File: src/rtl/fah_pkg.sv
package fah_pkg;

    localparam int HEAP_BYTES   = 4096;
    localparam int HEADER_BYTES = 16;
    localparam int MAX_REGIONS  = 64;

    localparam int IDX_W  = $clog2(MAX_REGIONS);
    localparam int CNT_W  = $clog2(MAX_REGIONS + 1);
    localparam int OFF_W  = 12;
    localparam int SIZE_W = 13;
    localparam int SUM_W  = 14;

    typedef logic [IDX_W-1:0]  idx_t;
    typedef logic [CNT_W-1:0]  cnt_t;
    typedef logic [OFF_W-1:0]  off_t;
    typedef logic [SIZE_W-1:0] sz_t;

    typedef enum logic [1:0] {
        ST_OK      = 2'd0,
        ST_NOSPACE = 2'd1,
        ST_UNKNOWN = 2'd2,
        ST_FULL    = 2'd3
    } status_t;

    typedef enum logic {
        OP_ALLOC = 1'b0,
        OP_FREE  = 1'b1
    } opcode_t;

    // One table entry: header offset and payload size
    typedef struct packed {
        off_t start;
        sz_t  size;
    } region_t;

    // Port commands toward one table
    typedef struct packed {
        logic    rd_en;
        idx_t    rd_addr;
        logic    wr_en;
        idx_t    wr_addr;
        region_t wr_data;
    } tbl_cmd_t;

    localparam region_t INIT_REGION = '{start: '0, size: SIZE_W'(HEAP_BYTES - HEADER_BYTES)};

endpackage

File: src/rtl/fah_if.sv
interface fah_req_if;
    import fah_pkg::*;
    logic          valid;
    logic          ready;
    logic          opcode;
    logic [12:0]   request_size;
    logic [11:0]   block_offset;

    modport source (output valid, opcode, request_size, block_offset, input ready);
    modport sink   (input valid, opcode, request_size, block_offset, output ready);
endinterface

interface fah_rsp_if;
    import fah_pkg::*;
    logic          valid;
    logic          ready;
    logic [1:0]    status;
    logic [11:0]   payload_offset;
    logic [12:0]   result_size;
    logic          merged_previous;
    logic          merged_following;

    modport source (output valid, status, payload_offset, result_size, merged_previous,
                    merged_following, input ready);
    modport sink   (input valid, status, payload_offset, result_size, merged_previous,
                    merged_following, output ready);
endinterface

File: src/rtl/fah_table.sv
module fah_table (
    input  logic               clk,
    input  logic               rst_n,
    input  logic               use_init,
    input  fah_pkg::tbl_cmd_t  cmd,
    output fah_pkg::region_t   rd_data
);
    import fah_pkg::*;

    region_t mem [MAX_REGIONS];
    region_t rd_q_reg;
    logic    fresh_reg;
    logic    rd_fresh_reg;

    // Write port and registered read port
    always_ff @(posedge clk)
    begin
        if (cmd.wr_en)
        begin
            mem[cmd.wr_addr] <= cmd.wr_data;
        end
        if (cmd.rd_en)
        begin
            rd_q_reg <= mem[cmd.rd_addr];
        end
    end

    // Until its first write, entry zero reads as the initial region when use_init is set
    always_ff @(posedge clk or negedge rst_n)
    begin
        if (!rst_n)
        begin
            fresh_reg    <= 1'b1;
            rd_fresh_reg <= 1'b0;
        end
        else
        begin
            if (cmd.wr_en && cmd.wr_addr == '0)
            begin
                fresh_reg <= 1'b0;
            end
            if (cmd.rd_en)
            begin
                rd_fresh_reg <= use_init && fresh_reg && cmd.rd_addr == '0;
            end
        end
    end

    assign rd_data = rd_fresh_reg ? INIT_REGION : rd_q_reg;

endmodule

File: src/rtl/first_fit_heap_allocator.sv
// Channel  Direction  Transaction
// req      in         opcode, request_size, block_offset
// rsp      out        status, payload_offset, result_size, merged_previous, merged_following
//
// One transaction at a time. An allocate walks the free regions for the first fit; a free
// walks the live blocks for its offset, then the free regions for the insertion point;
// a null free (offset zero) walks nothing, and an unknown one stops after the live walk.
// Using up a region, inserting one or joining both neighbors adds a shift of M entries.
// Each walk reads one entry a cycle from its table.
// Reset needs no clearing pass; entry zero of the free table reads as the whole heap.
// A waiting response stalls only the final state; the next request is taken meanwhile.
module first_fit_heap_allocator (
    input  logic          clk,
    input  logic          rst_n,
    fah_req_if.sink       req,
    fah_rsp_if.source     rsp
);
    import fah_pkg::*;

    typedef enum logic [3:0] {
        S_IDLE, S_A_SCAN, S_F_LSCAN, S_F_FSCAN, S_F_ACT, S_SHIFT, S_L_RD, S_L_WR, S_FIN
    } state_t;

    state_t   state_reg, state_next;
    logic     op_reg, op_next;
    sz_t      size_reg, size_next;
    off_t     off_reg, off_next;
    cnt_t     fcount_reg, fcount_next;
    cnt_t     lcount_reg, lcount_next;
    cnt_t     scan_reg, scan_next;
    logic     chk_valid_reg, chk_valid_next;
    idx_t     chk_idx_reg, chk_idx_next;
    cnt_t     p_reg, p_next;
    idx_t     j_reg, j_next;
    region_t  blk_reg, blk_next;
    region_t  prev_reg, prev_next;
    region_t  cur_reg, cur_next;
    cnt_t     sh_left_reg, sh_left_next;
    idx_t     sh_src_reg, sh_src_next;
    idx_t     sh_dst_reg, sh_dst_next;
    logic     sh_up_reg, sh_up_next;
    logic     sh_pend_reg, sh_pend_next;
    logic     sh_fin_reg, sh_fin_next;
    status_t  res_st_reg, res_st_next;
    off_t     res_off_reg, res_off_next;
    sz_t      res_size_reg, res_size_next;
    logic     res_mp_reg, res_mp_next;
    logic     res_mn_reg, res_mn_next;
    logic     out_valid_reg, out_valid_next;
    status_t  out_st_reg, out_st_next;
    off_t     out_off_reg, out_off_next;
    sz_t      out_size_reg, out_size_next;
    logic     out_mp_reg, out_mp_next;
    logic     out_mn_reg, out_mn_next;

    tbl_cmd_t fcmd, lcmd;
    region_t  frd, lrd;

    fah_table u_free (.clk(clk), .rst_n(rst_n), .use_init(1'b1), .cmd(fcmd), .rd_data(frd));
    fah_table u_live (.clk(clk), .rst_n(rst_n), .use_init(1'b0), .cmd(lcmd), .rd_data(lrd));

    // Compare and arithmetic on the entry just read
    sz_t  diff;
    logic hit_a, hit_l, hit_f, split, mp, mn;
    off_t new_start;
    sz_t  size_both, size_prev, size_next_merge;

    assign diff      = frd.size - size_reg;
    assign hit_a     = frd.size >= size_reg;
    assign split     = diff > SIZE_W'(HEADER_BYTES);
    assign new_start = frd.start + OFF_W'(HEADER_BYTES) + size_reg[OFF_W-1:0];
    assign hit_l     = ({1'b0, lrd.start} + SIZE_W'(HEADER_BYTES)) == {1'b0, off_reg};
    assign hit_f     = frd.start > blk_reg.start;
    assign mp = (p_reg != '0) &&
        (SUM_W'(prev_reg.start) + SUM_W'(HEADER_BYTES) + SUM_W'(prev_reg.size)
         == SUM_W'(blk_reg.start));
    assign mn = (p_reg < fcount_reg) &&
        (SUM_W'(blk_reg.start) + SUM_W'(HEADER_BYTES) + SUM_W'(blk_reg.size)
         == SUM_W'(cur_reg.start));
    assign size_both = SIZE_W'(SUM_W'(prev_reg.size) + SUM_W'(2 * HEADER_BYTES)
                       + SUM_W'(blk_reg.size) + SUM_W'(cur_reg.size));
    assign size_prev = SIZE_W'(SUM_W'(prev_reg.size) + SUM_W'(HEADER_BYTES)
                       + SUM_W'(blk_reg.size));
    assign size_next_merge = SIZE_W'(SUM_W'(cur_reg.size) + SUM_W'(HEADER_BYTES)
                       + SUM_W'(blk_reg.size));

    // Sequencer next state
    always_comb
    begin
        state_next     = state_reg;
        op_next        = op_reg;
        size_next      = size_reg;
        off_next       = off_reg;
        fcount_next    = fcount_reg;
        lcount_next    = lcount_reg;
        scan_next      = scan_reg;
        chk_valid_next = chk_valid_reg;
        chk_idx_next   = chk_idx_reg;
        p_next         = p_reg;
        j_next         = j_reg;
        blk_next       = blk_reg;
        prev_next      = prev_reg;
        cur_next       = cur_reg;
        sh_left_next   = sh_left_reg;
        sh_src_next    = sh_src_reg;
        sh_dst_next    = sh_dst_reg;
        sh_up_next     = sh_up_reg;
        sh_pend_next   = sh_pend_reg;
        sh_fin_next    = sh_fin_reg;
        res_st_next    = res_st_reg;
        res_off_next   = res_off_reg;
        res_size_next  = res_size_reg;
        res_mp_next    = res_mp_reg;
        res_mn_next    = res_mn_reg;
        out_valid_next = out_valid_reg && !rsp.ready;
        out_st_next    = out_st_reg;
        out_off_next   = out_off_reg;
        out_size_next  = out_size_reg;
        out_mp_next    = out_mp_reg;
        out_mn_next    = out_mn_reg;
        fcmd           = '0;
        lcmd           = '0;

        unique case (state_reg)
            S_IDLE:
            begin
                if (req.valid)
                begin
                    op_next        = req.opcode;
                    size_next      = req.request_size;
                    off_next       = req.block_offset;
                    scan_next      = '0;
                    chk_valid_next = 1'b0;
                    res_st_next    = ST_OK;
                    res_off_next   = '0;
                    res_size_next  = '0;
                    res_mp_next    = 1'b0;
                    res_mn_next    = 1'b0;
                    if (req.opcode == OP_ALLOC)
                    begin
                        state_next = S_A_SCAN;
                    end
                    else if (req.block_offset == '0)
                    begin
                        state_next = S_FIN;
                    end
                    else
                    begin
                        state_next = S_F_LSCAN;
                    end
                end
            end

            // Walk free regions for the first fit
            S_A_SCAN:
            begin
                if (chk_valid_reg && hit_a)
                begin
                    state_next = S_FIN;
                    if (lcount_reg >= CNT_W'(MAX_REGIONS))
                    begin
                        res_st_next = ST_FULL;
                    end
                    else
                    begin
                        res_off_next  = frd.start + OFF_W'(HEADER_BYTES);
                        lcmd.wr_en    = 1'b1;
                        lcmd.wr_addr  = lcount_reg[IDX_W-1:0];
                        lcmd.wr_data.start = frd.start;
                        lcount_next   = lcount_reg + 1'b1;
                        if (split)
                        begin
                            res_size_next = size_reg;
                            lcmd.wr_data.size = size_reg;
                            fcmd.wr_en    = 1'b1;
                            fcmd.wr_addr  = chk_idx_reg;
                            fcmd.wr_data  = '{start: new_start,
                                              size: diff - SIZE_W'(HEADER_BYTES)};
                        end
                        else
                        begin
                            res_size_next = frd.size;
                            lcmd.wr_data.size = frd.size;
                            fcount_next   = fcount_reg - 1'b1;
                            sh_left_next  = fcount_reg - 1'b1 - CNT_W'(chk_idx_reg);
                            sh_src_next   = chk_idx_reg + 1'b1;
                            sh_up_next    = 1'b0;
                            sh_pend_next  = 1'b0;
                            sh_fin_next   = 1'b0;
                            state_next    = S_SHIFT;
                        end
                    end
                end
                else if (scan_reg >= fcount_reg)
                begin
                    res_st_next = ST_NOSPACE;
                    state_next  = S_FIN;
                end
                else
                begin
                    fcmd.rd_en     = 1'b1;
                    fcmd.rd_addr   = scan_reg[IDX_W-1:0];
                    chk_idx_next   = scan_reg[IDX_W-1:0];
                    chk_valid_next = 1'b1;
                    scan_next      = scan_reg + 1'b1;
                end
            end

            // Walk live blocks for the offset
            S_F_LSCAN:
            begin
                if (chk_valid_reg && hit_l)
                begin
                    j_next         = chk_idx_reg;
                    blk_next       = lrd;
                    scan_next      = '0;
                    chk_valid_next = 1'b0;
                    state_next     = S_F_FSCAN;
                end
                else if (scan_reg >= lcount_reg)
                begin
                    res_st_next = ST_UNKNOWN;
                    state_next  = S_FIN;
                end
                else
                begin
                    lcmd.rd_en     = 1'b1;
                    lcmd.rd_addr   = scan_reg[IDX_W-1:0];
                    chk_idx_next   = scan_reg[IDX_W-1:0];
                    chk_valid_next = 1'b1;
                    scan_next      = scan_reg + 1'b1;
                end
            end

            // Walk free regions for the insertion point, keeping the one before
            S_F_FSCAN:
            begin
                if (chk_valid_reg && hit_f)
                begin
                    p_next     = CNT_W'(chk_idx_reg);
                    cur_next   = frd;
                    state_next = S_F_ACT;
                end
                else
                begin
                    if (chk_valid_reg)
                    begin
                        prev_next = frd;
                    end
                    if (scan_reg >= fcount_reg)
                    begin
                        p_next     = fcount_reg;
                        state_next = S_F_ACT;
                    end
                    else
                    begin
                        fcmd.rd_en     = 1'b1;
                        fcmd.rd_addr   = scan_reg[IDX_W-1:0];
                        chk_idx_next   = scan_reg[IDX_W-1:0];
                        chk_valid_next = 1'b1;
                        scan_next      = scan_reg + 1'b1;
                    end
                end
            end

            // Merge or insert the freed block
            S_F_ACT:
            begin
                res_mp_next  = mp;
                res_mn_next  = mn;
                sh_pend_next = 1'b0;
                if (!mp && !mn && fcount_reg >= CNT_W'(MAX_REGIONS))
                begin
                    res_st_next = ST_FULL;
                    res_mp_next = 1'b0;
                    res_mn_next = 1'b0;
                    state_next  = S_FIN;
                end
                else if (mp && mn)
                begin
                    res_size_next = size_both;
                    fcmd.wr_en    = 1'b1;
                    fcmd.wr_addr  = IDX_W'(p_reg - 1'b1);
                    fcmd.wr_data  = '{start: prev_reg.start, size: size_both};
                    fcount_next   = fcount_reg - 1'b1;
                    sh_left_next  = fcount_reg - 1'b1 - p_reg;
                    sh_src_next   = IDX_W'(p_reg + 1'b1);
                    sh_up_next    = 1'b0;
                    sh_fin_next   = 1'b0;
                    state_next    = S_SHIFT;
                end
                else if (mp)
                begin
                    res_size_next = size_prev;
                    fcmd.wr_en    = 1'b1;
                    fcmd.wr_addr  = IDX_W'(p_reg - 1'b1);
                    fcmd.wr_data  = '{start: prev_reg.start, size: size_prev};
                    state_next    = S_L_RD;
                end
                else if (mn)
                begin
                    res_size_next = size_next_merge;
                    fcmd.wr_en    = 1'b1;
                    fcmd.wr_addr  = p_reg[IDX_W-1:0];
                    fcmd.wr_data  = '{start: blk_reg.start, size: size_next_merge};
                    state_next    = S_L_RD;
                end
                else
                begin
                    res_size_next = blk_reg.size;
                    fcount_next   = fcount_reg + 1'b1;
                    sh_left_next  = fcount_reg - p_reg;
                    sh_src_next   = IDX_W'(fcount_reg - 1'b1);
                    sh_up_next    = 1'b1;
                    sh_fin_next   = 1'b1;
                    state_next    = S_SHIFT;
                end
            end

            // Move entries one slot, read and write overlapped
            S_SHIFT:
            begin
                if (sh_pend_reg)
                begin
                    fcmd.wr_en   = 1'b1;
                    fcmd.wr_addr = sh_dst_reg;
                    fcmd.wr_data = frd;
                end
                if (sh_left_reg != '0)
                begin
                    fcmd.rd_en   = 1'b1;
                    fcmd.rd_addr = sh_src_reg;
                    sh_dst_next  = sh_up_reg ? sh_src_reg + 1'b1 : sh_src_reg - 1'b1;
                    sh_src_next  = sh_up_reg ? sh_src_reg - 1'b1 : sh_src_reg + 1'b1;
                    sh_left_next = sh_left_reg - 1'b1;
                    sh_pend_next = 1'b1;
                end
                else
                begin
                    sh_pend_next = 1'b0;
                    if (!sh_pend_reg)
                    begin
                        if (sh_fin_reg)
                        begin
                            fcmd.wr_en   = 1'b1;
                            fcmd.wr_addr = p_reg[IDX_W-1:0];
                            fcmd.wr_data = blk_reg;
                        end
                        state_next = (op_reg == OP_FREE) ? S_L_RD : S_FIN;
                    end
                end
            end

            // Move the last live entry into the freed slot
            S_L_RD:
            begin
                lcount_next  = lcount_reg - 1'b1;
                lcmd.rd_en   = 1'b1;
                lcmd.rd_addr = IDX_W'(lcount_reg - 1'b1);
                state_next   = S_L_WR;
            end

            S_L_WR:
            begin
                lcmd.wr_en   = 1'b1;
                lcmd.wr_addr = j_reg;
                lcmd.wr_data = lrd;
                state_next   = S_FIN;
            end

            // Hand the result to the output register
            S_FIN:
            begin
                if (!out_valid_reg || rsp.ready)
                begin
                    out_valid_next = 1'b1;
                    out_st_next    = res_st_reg;
                    out_off_next   = res_off_reg;
                    out_size_next  = res_size_reg;
                    out_mp_next    = res_mp_reg;
                    out_mn_next    = res_mn_reg;
                    state_next     = S_IDLE;
                end
            end

            default:
            begin
                state_next = S_IDLE;
            end
        endcase
    end

    // Hold state and registered outputs
    always_ff @(posedge clk or negedge rst_n)
    begin
        if (!rst_n)
        begin
            state_reg     <= S_IDLE;
            fcount_reg    <= CNT_W'(1);
            lcount_reg    <= '0;
            chk_valid_reg <= 1'b0;
            sh_pend_reg   <= 1'b0;
            out_valid_reg <= 1'b0;
        end
        else
        begin
            state_reg     <= state_next;
            fcount_reg    <= fcount_next;
            lcount_reg    <= lcount_next;
            chk_valid_reg <= chk_valid_next;
            sh_pend_reg   <= sh_pend_next;
            out_valid_reg <= out_valid_next;
        end
    end

    always_ff @(posedge clk)
    begin
        op_reg       <= op_next;
        size_reg     <= size_next;
        off_reg      <= off_next;
        scan_reg     <= scan_next;
        chk_idx_reg  <= chk_idx_next;
        p_reg        <= p_next;
        j_reg        <= j_next;
        blk_reg      <= blk_next;
        prev_reg     <= prev_next;
        cur_reg      <= cur_next;
        sh_left_reg  <= sh_left_next;
        sh_src_reg   <= sh_src_next;
        sh_dst_reg   <= sh_dst_next;
        sh_up_reg    <= sh_up_next;
        sh_fin_reg   <= sh_fin_next;
        res_st_reg   <= res_st_next;
        res_off_reg  <= res_off_next;
        res_size_reg <= res_size_next;
        res_mp_reg   <= res_mp_next;
        res_mn_reg   <= res_mn_next;
        out_st_reg   <= out_st_next;
        out_off_reg  <= out_off_next;
        out_size_reg <= out_size_next;
        out_mp_reg   <= out_mp_next;
        out_mn_reg   <= out_mn_next;
    end

    assign req.ready            = (state_reg == S_IDLE);
    assign rsp.valid            = out_valid_reg;
    assign rsp.status           = out_st_reg;
    assign rsp.payload_offset   = out_off_reg;
    assign rsp.result_size      = out_size_reg;
    assign rsp.merged_previous  = out_mp_reg;
    assign rsp.merged_following = out_mn_reg;

endmodule

File: src/flat_wrapper.sv
// flat-port wrapper written by rule: the top's interface ports become plain ports
module first_fit_heap_allocator_flat import fah_pkg::*;
  (clk, rst_n, req_valid, req_opcode, req_request_size, req_block_offset, req_ready, rsp_valid, rsp_status, rsp_payload_offset, rsp_result_size, rsp_merged_previous, rsp_merged_following, rsp_ready);
  fah_req_if req_i ();
  fah_rsp_if rsp_i ();
  input  logic clk;
  input  logic rst_n;
  input wire logic [$bits(req_i.valid)-1:0] req_valid;
  input wire logic [$bits(req_i.opcode)-1:0] req_opcode;
  input wire logic [$bits(req_i.request_size)-1:0] req_request_size;
  input wire logic [$bits(req_i.block_offset)-1:0] req_block_offset;
  output wire logic [$bits(req_i.ready)-1:0] req_ready;
  output wire logic [$bits(rsp_i.valid)-1:0] rsp_valid;
  output wire logic [$bits(rsp_i.status)-1:0] rsp_status;
  output wire logic [$bits(rsp_i.payload_offset)-1:0] rsp_payload_offset;
  output wire logic [$bits(rsp_i.result_size)-1:0] rsp_result_size;
  output wire logic [$bits(rsp_i.merged_previous)-1:0] rsp_merged_previous;
  output wire logic [$bits(rsp_i.merged_following)-1:0] rsp_merged_following;
  input wire logic [$bits(rsp_i.ready)-1:0] rsp_ready;
  assign req_i.valid = req_valid;
  assign req_i.opcode = req_opcode;
  assign req_i.request_size = req_request_size;
  assign req_i.block_offset = req_block_offset;
  assign req_ready = req_i.ready;
  assign rsp_valid = rsp_i.valid;
  assign rsp_status = rsp_i.status;
  assign rsp_payload_offset = rsp_i.payload_offset;
  assign rsp_result_size = rsp_i.result_size;
  assign rsp_merged_previous = rsp_i.merged_previous;
  assign rsp_merged_following = rsp_i.merged_following;
  assign rsp_i.ready = rsp_ready;
  first_fit_heap_allocator u_core (.clk(clk), .rst_n(rst_n), .req(req_i), .rsp(rsp_i));
endmodule
File: config.mk
export PLATFORM = sky130hd
export DESIGN_NAME = first_fit_heap_allocator_flat
export DESIGN_NICKNAME = d
export VERILOG_FILES = /design/src/rtl/fah_pkg.sv /design/src/rtl/fah_if.sv /design/src/rtl/fah_table.sv /design/src/rtl/first_fit_heap_allocator.sv /design/src/flat_wrapper.sv
export SDC_FILE = /design/constraint.sdc
export NUM_CORES = 2
export LEC_CHECK = 0
export CORE_UTILIZATION = 53
export CTS_CLUSTER_SIZE = 16
export DETAILED_ROUTE_END_ITERATION = 10
export DONT_BUFFER_PORTS = 1
export PLACE_DENSITY = 0.72
export REMOVE_ABC_BUFFERS = 1
export SETUP_SLACK_MARGIN = 0.1
export SLEW_MARGIN = 20
export SYNTH_ARGS = -nofsm -noshare
export SYNTH_HDL_FRONTEND = slang
export SYNTH_SLANG_ARGS = --single-unit
File: constraint.sdc
create_clock -name clk -period 11.3 [get_ports clk]
set_input_delay 3.39 -clock clk [delete_from_list [all_inputs] [get_ports clk]]
set_output_delay 3.39 -clock clk [all_outputs]
set_load 0.01 [all_outputs]
Word level (Yosys, flattened, before mapping)
Memory sizes are Yosys's and may differ from the RTL's. A register that Yosys moved wholly into a read port is not among the register bits.
Cells that the tools add are included.
{ "op_classes": {"addsub": 30, "n_lt_le_gt_ge": 8, "eq_ne": 33, "mux": 138, "bitwise": 1, "reduce_logical": 50} }
{ "ops": {"columns": ["op", "count"], "rows": [
  ["two-way mux 32 bit", 13],
  ["two-way mux 7 bit", 30],
  ["two-way mux 13 bit", 8],
  ["two-way mux 6 bit", 16],
  ["one-hot mux 32 bit (3 select lines)", 1],
  ["two-way mux 4 bit", 18],
  ["one-hot mux 32 bit (2 select lines)", 1],
  ["adder 13 bit", 4],
  ["one-hot mux 7 bit (2 select lines)", 3],
  ["one-hot mux 7 bit (3 select lines)", 2],
  ["adder 12 x 5 -> 13 bit (second input constant)", 3],
  ["one-hot mux 13 bit (3 select lines)", 1],
  ["two-way mux 12 bit", 3],
  ["one-hot mux 4 bit (9 select lines)", 1],
  ["one-hot mux 6 bit (3 select lines)", 2],
  ["adder 14 x 13 -> 14 bit", 2],
  ["== test 14 x 12 -> 1 bit", 2],
  ["one-hot mux 7 bit (4 select lines)", 1],
  ["adder 13 x 5 -> 13 bit (second input constant)", 2],
  ["two-way mux 25 bit", 1],
  ["one-hot mux 12 bit (2 select lines)", 1],
  ["two-way mux 1 bit", 22],
  ["adder 7 x 1 -> 7 bit (second input constant)", 3],
  ["AND reduction 7 bit", 3],
  ["47 further kinds", 117]
]} }
{ "totals": {"regBits": 228, "mem_bits_rw": 3200, "in_bits": 30, "out_inout_bits": 31, "word_cells": 298, "memories": 2} }
{ "memory_table": {"columns": ["memory", "words", "width", "rd", "rd_clocked_by_memory_dff", "write_ports", "line", "source"], "rows": [
  ["u_core.u_free.mem", 64, 25, 1, 1, 1, "fah_table.sv:10", "region_t mem [MAX_REGIONS];"],
  ["u_core.u_live.mem", 64, 25, 1, 1, 1, "fah_table.sv:10", null]
]} }

Logic depth before layout (Yosys ltp)
{ "logic_depth": {"ltp_word": 11, "ltp_mapped": 25, "mapped_depth_nobuf": 21} }

Cells and area by module
A second synthesis with hierarchy kept.
{ "unflattened": {"hier_cells": 7444, "area_unflattened_um2": 142666.8} }
{ "by_module_without_submodules": {"columns": ["mod", "instances", "cells_each", "area_each_um2", "seq_area_each_um2"], "rows": [
  ["fah_table (u_core.u_live)", 1, 2853, 62356.1, 48848.1],
  ["fah_table (u_core.u_free)", 1, 2740, 62138.3, 48848.1],
  ["first_fit_heap_allocator", 1, 1851, 18172.4, 6682.7]
]} }

Least setup slack after synthesis
OpenSTA, ideal clock, no wires.
{ "synth_timing": {"kind": "register to register", "from": "register u_core.u_free.rd_fresh_reg", "to": "memory u_core.u_live.mem[0][1] (netlist bit) (data pin)", "setup_time_ns": 0.905, "arrival_time_ns": 7.513, "t_required_ns": 10.395, "slack_ns": 2.883, "stages_incl_launch_ff": 18, "path_buffers": 4, "synth_period_minus_slack_ns": 8.417, "path_cell_list": "dfrtp_1 -> clkbuf_1 -> clkbuf_1 -> nor2b_1 -> fa_1 -> a21o_1 -> a21oi_1 -> xor2_1 -> inv_1 -> ha_1 -> nand2_1 -> or3_1 -> o31a_1 -> a2111oi_4 -> buf_2 -> buf_1 -> a21oi_1 -> o41ai_1"} }
{ "synth_lines": {"columns": ["element", "line", "source"], "rows": [
  ["start: declaration", "fah_table.sv:13", "logic rd_fresh_reg;"],
  ["start signal: assignment", "fah_table.sv:34", "rd_fresh_reg <= 1'b0;"],
  ["start signal: assignment", "fah_table.sv:44", "rd_fresh_reg <= use_init && fresh_reg && cmd.rd_addr == '0;"],
  ["end: declaration", "fah_table.sv:10", null]
]} }

Final worst setup path
{ "layout_timing": {"from": "register u_core.blk_reg[17] (netlist bit)", "to": "memory u_core.u_free.mem[39][9] (netlist bit) (enable)"} }
{ "layout_between": {"elab_chain_len": 11, "word_cells_on_any_way": 18, "classes_between": "add/sub: 2; eq/ne: 2; mux: 7; reduce/logical: 7"} }
{ "layout_lines": {"columns": ["element", "line", "source"], "rows": [
  ["start: declaration", "first_fit_heap_allocator.sv:35", "region_t blk_reg, blk_next;"],
  ["start signal: assignment", "first_fit_heap_allocator.sv:425", "blk_reg <= blk_next;"],
  ["adder 12 x 5 -> 13 bit *", "first_fit_heap_allocator.sv:78", "(SUM_W'(blk_reg.start) + SUM_W'(HEADER_BYTES) + SUM_W'(blk_reg.size)"],
  ["adder 14 x 13 -> 14 bit *", "first_fit_heap_allocator.sv:78", null],
  ["== test 14 x 12 -> 1 bit *", "first_fit_heap_allocator.sv:79", "== SUM_W'(cur_reg.start));"],
  ["logical AND 1 bit *", "first_fit_heap_allocator.sv:77", "assign mn = (p_reg < fcount_reg) &&"],
  ["named net u_core.mn", "first_fit_heap_allocator.sv:64", "logic hit_a, hit_l, hit_f, split, mp, mn;"],
  ["two-way mux 32 bit or logical NOT 1 bit (tied branches)", "first_fit_heap_allocator.sv:300, first_fit_heap_allocator.sv:272", null],
  ["two-way mux 32 bit or logical AND 1 bit (tied branches)", "first_fit_heap_allocator.sv:292, first_fit_heap_allocator.sv:272", null],
  ["two-way mux 32 bit or logical AND 1 bit (tied branches)", "first_fit_heap_allocator.sv:279, first_fit_heap_allocator.sv:272", null],
  ["two-way mux 32 bit *", "first_fit_heap_allocator.sv:272", "if (!mp && !mn && fcount_reg >= CNT_W'(MAX_REGIONS))"],
  ["one-hot mux 32 bit (3 select lines) *", "first_fit_heap_allocator.sv:124", "unique case (state_reg)"],
  ["two-way mux 1 bit", "fah_table.sv:18", "if (cmd.wr_en)"],
  ["two-way mux 1 bit (not written as such)", "fah_table.sv:20", "mem[cmd.wr_addr] <= cmd.wr_data;"],
  ["end: declaration", "fah_table.sv:10", null]
]} }
Mark *: on every way through the listed nets, which the timed path passes. The rest lies on a longest branch.

==> metrics <==
Pleak=54.54 nW; Ports=slightly above 60; final period utilization=between 70% and 80%; worst rel slew slack=14.68%; pre-CTS WS=between 3 and 4 ns; port bufs=0; # H-tree levels=5; CTS Hold Buffers Added=0; DR pass1 iterations=9; asr flop ratio synth=less than 1%; Cell Pwr Density=between 200 and 300 mW/mm^2; layout cells sized above 1=under 10%; grt ovf=0; Placeable Area=between 0.2 and 0.3 mm^2; Synth warnings=0; CP Capture Type=register; clk_skew=0.06639 ns; largest net degree at the start of global routing=156; max cap viols=0; met2 Use GR=46.55%; Yosys cell types=95; fmax=roughly 0.12 GHz; synthesized instance count=10675; Hold Crit Class=reg -> reg; CTS buffer count=approximately 350; Top Registers=u_core.u_free.mem x1600, u_core.u_live.mem x1600; Resize count post-CTS=0; global route hottest layer=met2; max incr delay on CP=1.01 ns; initial antenna violation count=37; DRC violations left=0; r2r startpoint=u_core.blk_reg[17]$_DFFE_PP_; unrepaired setup endpoints after global routing=false; slowest CP cell=nand3_1; routed wire length=between 400 and 500 mm; final hold vios=0; Clock transition at path regs=0.06 ns; Core Util, Final=between 50% and 60%; Die Wd=approximately 520 um; Critical Path Start Type=register; Synth-to-Final Area Change=11.76%; worst-margin pin slew=1.274 ns; vias in the first global route=around 89000; total placed cells including tap cells=between 10000 and 15000; Design Power=0.04049 W; die footprint=approximately 0.28 mm^2; overall routing resource usage=between 30% and 40%; final setup fails=0; gpl congestion=a little under 1; worst-path fanout max=25; drt wl/cell=roughly 30 um; min cycle time layout=about 8.3 ns; status=complete, no violations; Register-to-Register Path Depth=21; Synth Cell Area=~0.14 mm^2; via count=~95000; post-synth top area share=71.68%; crit path from=u_core.blk_reg[17]$_DFFE_PP_; Avg Cell Area, Syn=roughly 14 um^2; met3 Usage GRT=under 10%; Routed Antenna Nets=0; Detail Placement HPWL=around 260 mm; Via density=6.504; hold path startpoint=u_core.res_off_reg[7]$_SDFFCE_PN0P_; Max clock buf depth=4; Seq/Total Area, Yosys=between 70% and 80%; FP Rows=between 150 and 200; WS Path Type=reg -> reg; Worst Path Required=around 12 ns; Final nets=around 11000; VDD IR max=between 0.2 and 0.25 mV; clk_lat worst skew=between 0.9 and 1 ns; Yosys reg bits=approximately 3500; clock root cell=clkbuf_16; fillcell total=around 20000; first-pass GRT wire length=between 600 and 700 mm; TritonCTS clock tree=yes; die height=~520 um; post-route setup slack=2.958 ns; Crit path arrival time=8.90 ns; top cells by area, synth=edfxtp_1 (72%), nand2_1 (5.9%), mux2i_1 (3.7%); ys flop type=edfxtp_1; r2r setup slk=approximately 3 ns; number of synthesized flops with an enable pin=3455; initial core utilization=between 50% and 60%; hold path depth=0; worst r2r dst=u_core.u_free.mem[39][9]$_DFFE_PP_; worst-path cell chain=ha_1, nand3_1, nor2_1, xnor2_1, ha_1, xor2_1, mux2i_1, nor2_1, nor4b_1, and4_1, nor4b_2, nand4_1, buf_4, inv_1, ha_2, inv_1, nand2_1, o31a_1, a21oi_1, nand3_1, nor2_4; dominant cell type by area after synthesis=edfxtp_1; Initial DRC Count=between 10000 and 15000; GR Util met1=roughly two fifths; clock sinks=approximately 3500; hold endpoint=u_core.rsp.payload_offset[7]$_DFFE_PP_; Final Max Tran Viols=0; post-CTS repair timing setup buffer count=0; non-filler cells, final=roughly 15000
kinds of logic (layout without fill, tap and decap cells):
logic type	Yosys count	after routing	synth area share (%)
AO/OA/AOI/OAI	1503	1503	6.935
multiplexers	541	541	3.747
AND/OR/NAND/NOR	4007	4007	12.10
XOR/XNOR	182	182	1.101
adder cells (fa/ha/maj)	206	206	1.895
flip-flops	3478	3478	72.08
buffers and inverters	758	1100	2.145
other	0	17	0
how the worst max path moves through the flow:
stage                                                 to
floorplan           u_core.u_free.rd_q_reg[20]$_DFFE_PP_
global placement      u_core.u_free.mem[39][4]$_DFFE_PP_
detailed placement    u_core.u_free.mem[39][4]$_DFFE_PP_
CTS                  u_core.u_free.mem[39][13]$_DFFE_PP_
global route         u_core.u_free.mem[39][13]$_DFFE_PP_
finish                u_core.u_free.mem[39][9]$_DFFE_PP_
layout by cell type (no fill, tap or decap), drive strengths merged, types with 23 or more instances in the layout:
cell type,count
edfxtp,3455
nand2,2282
nand3,877
mux2i,535
clkbuf,426
buf,324
nor2,315
o21ai,287
a21oi,230
o22ai,229
a31oi,206
ha,184
clkinv,152
inv,147
and3,133
nand4,130
xnor2,126
nor3,74
a311oi,69
xor2,56
nor2b,40
o211ai,40
bufinv,40
a21o,37
a22oi,37
o221ai,37
a32oi,33
a2111oi,31
o21a,29
or4,28
a222oi,25
nor4,23
metal layers:
metal  vias to the layer above  share of wire, %
met4                        16               5.5
met2                      6397                45
met1                     47049                37
met5                         -             0.028
li1                      40382                 -
met3                      1145                12
where the power goes:
group	internal, W	switching, W	total (W)
combinational	0.00356	0.00960	0.0132
sequential	0.0152	0.000489	0.0157
clock	0.00666	0.00493	0.0116
total	0.0255	0.0150	0.0405
critical path: cells and delay by family (launching register included):
kind | cells | cell delay [ns]
compound gates | 2 | 1.05
xor+xnor | 2 | 0.46
fa+ha+maj | 3 | 0.90
buf+inv | 3 | 0.89
flops | 1 | 0.51
mux | 1 | 0.30
simple gates | 10 | 3.83
stage by stage:
| stage | hold slack, ns | TNS, ns | area [um^2] |
|---|---|---|---|
| after global placement | 0.4013 | 0 | 150200 |
| after detailed placement | 0.4054 | 0 | 150300 |
| after CTS | 0.4087 | 0 | 161700 |
| after global routing | 0.4084 | 0 | 161700 |
| after floorplan | 0.4003 | -624.94 | 142100 |
| final | 0.4144 | 0 | 161800 |
cells in the mapped netlist (all sizes together), types with 69 or more instances:
library cell	n
a21oi	230
a311oi	69
a31oi	206
and3	133
buf	244
clkbuf	379
edfxtp	3455
ha	184
inv	131
mux2i	535
nand2	2282
nand3	877
nand4	130
nor2	315
nor3	74
o21ai	287
o22ai	229
xnor2	126
area by class of cell:
type / count / area (um^2) / share of cell area, %
clock buffer: 425 / 9061 / 5.602
antenna: 17 / 42.54 / 0.02630
sequential: 3478 / 104300 / 64.50
multi-input combinational: 6439 / 38350 / 23.71
tap: 3570 / 4467 / 2.761
clock inverter: 213 / 2332 / 1.442
timing repair buffer: 327 / 2665 / 1.648
inverter: 135 / 506.7 / 0.3133
Power figures use the tool's default switching activity.
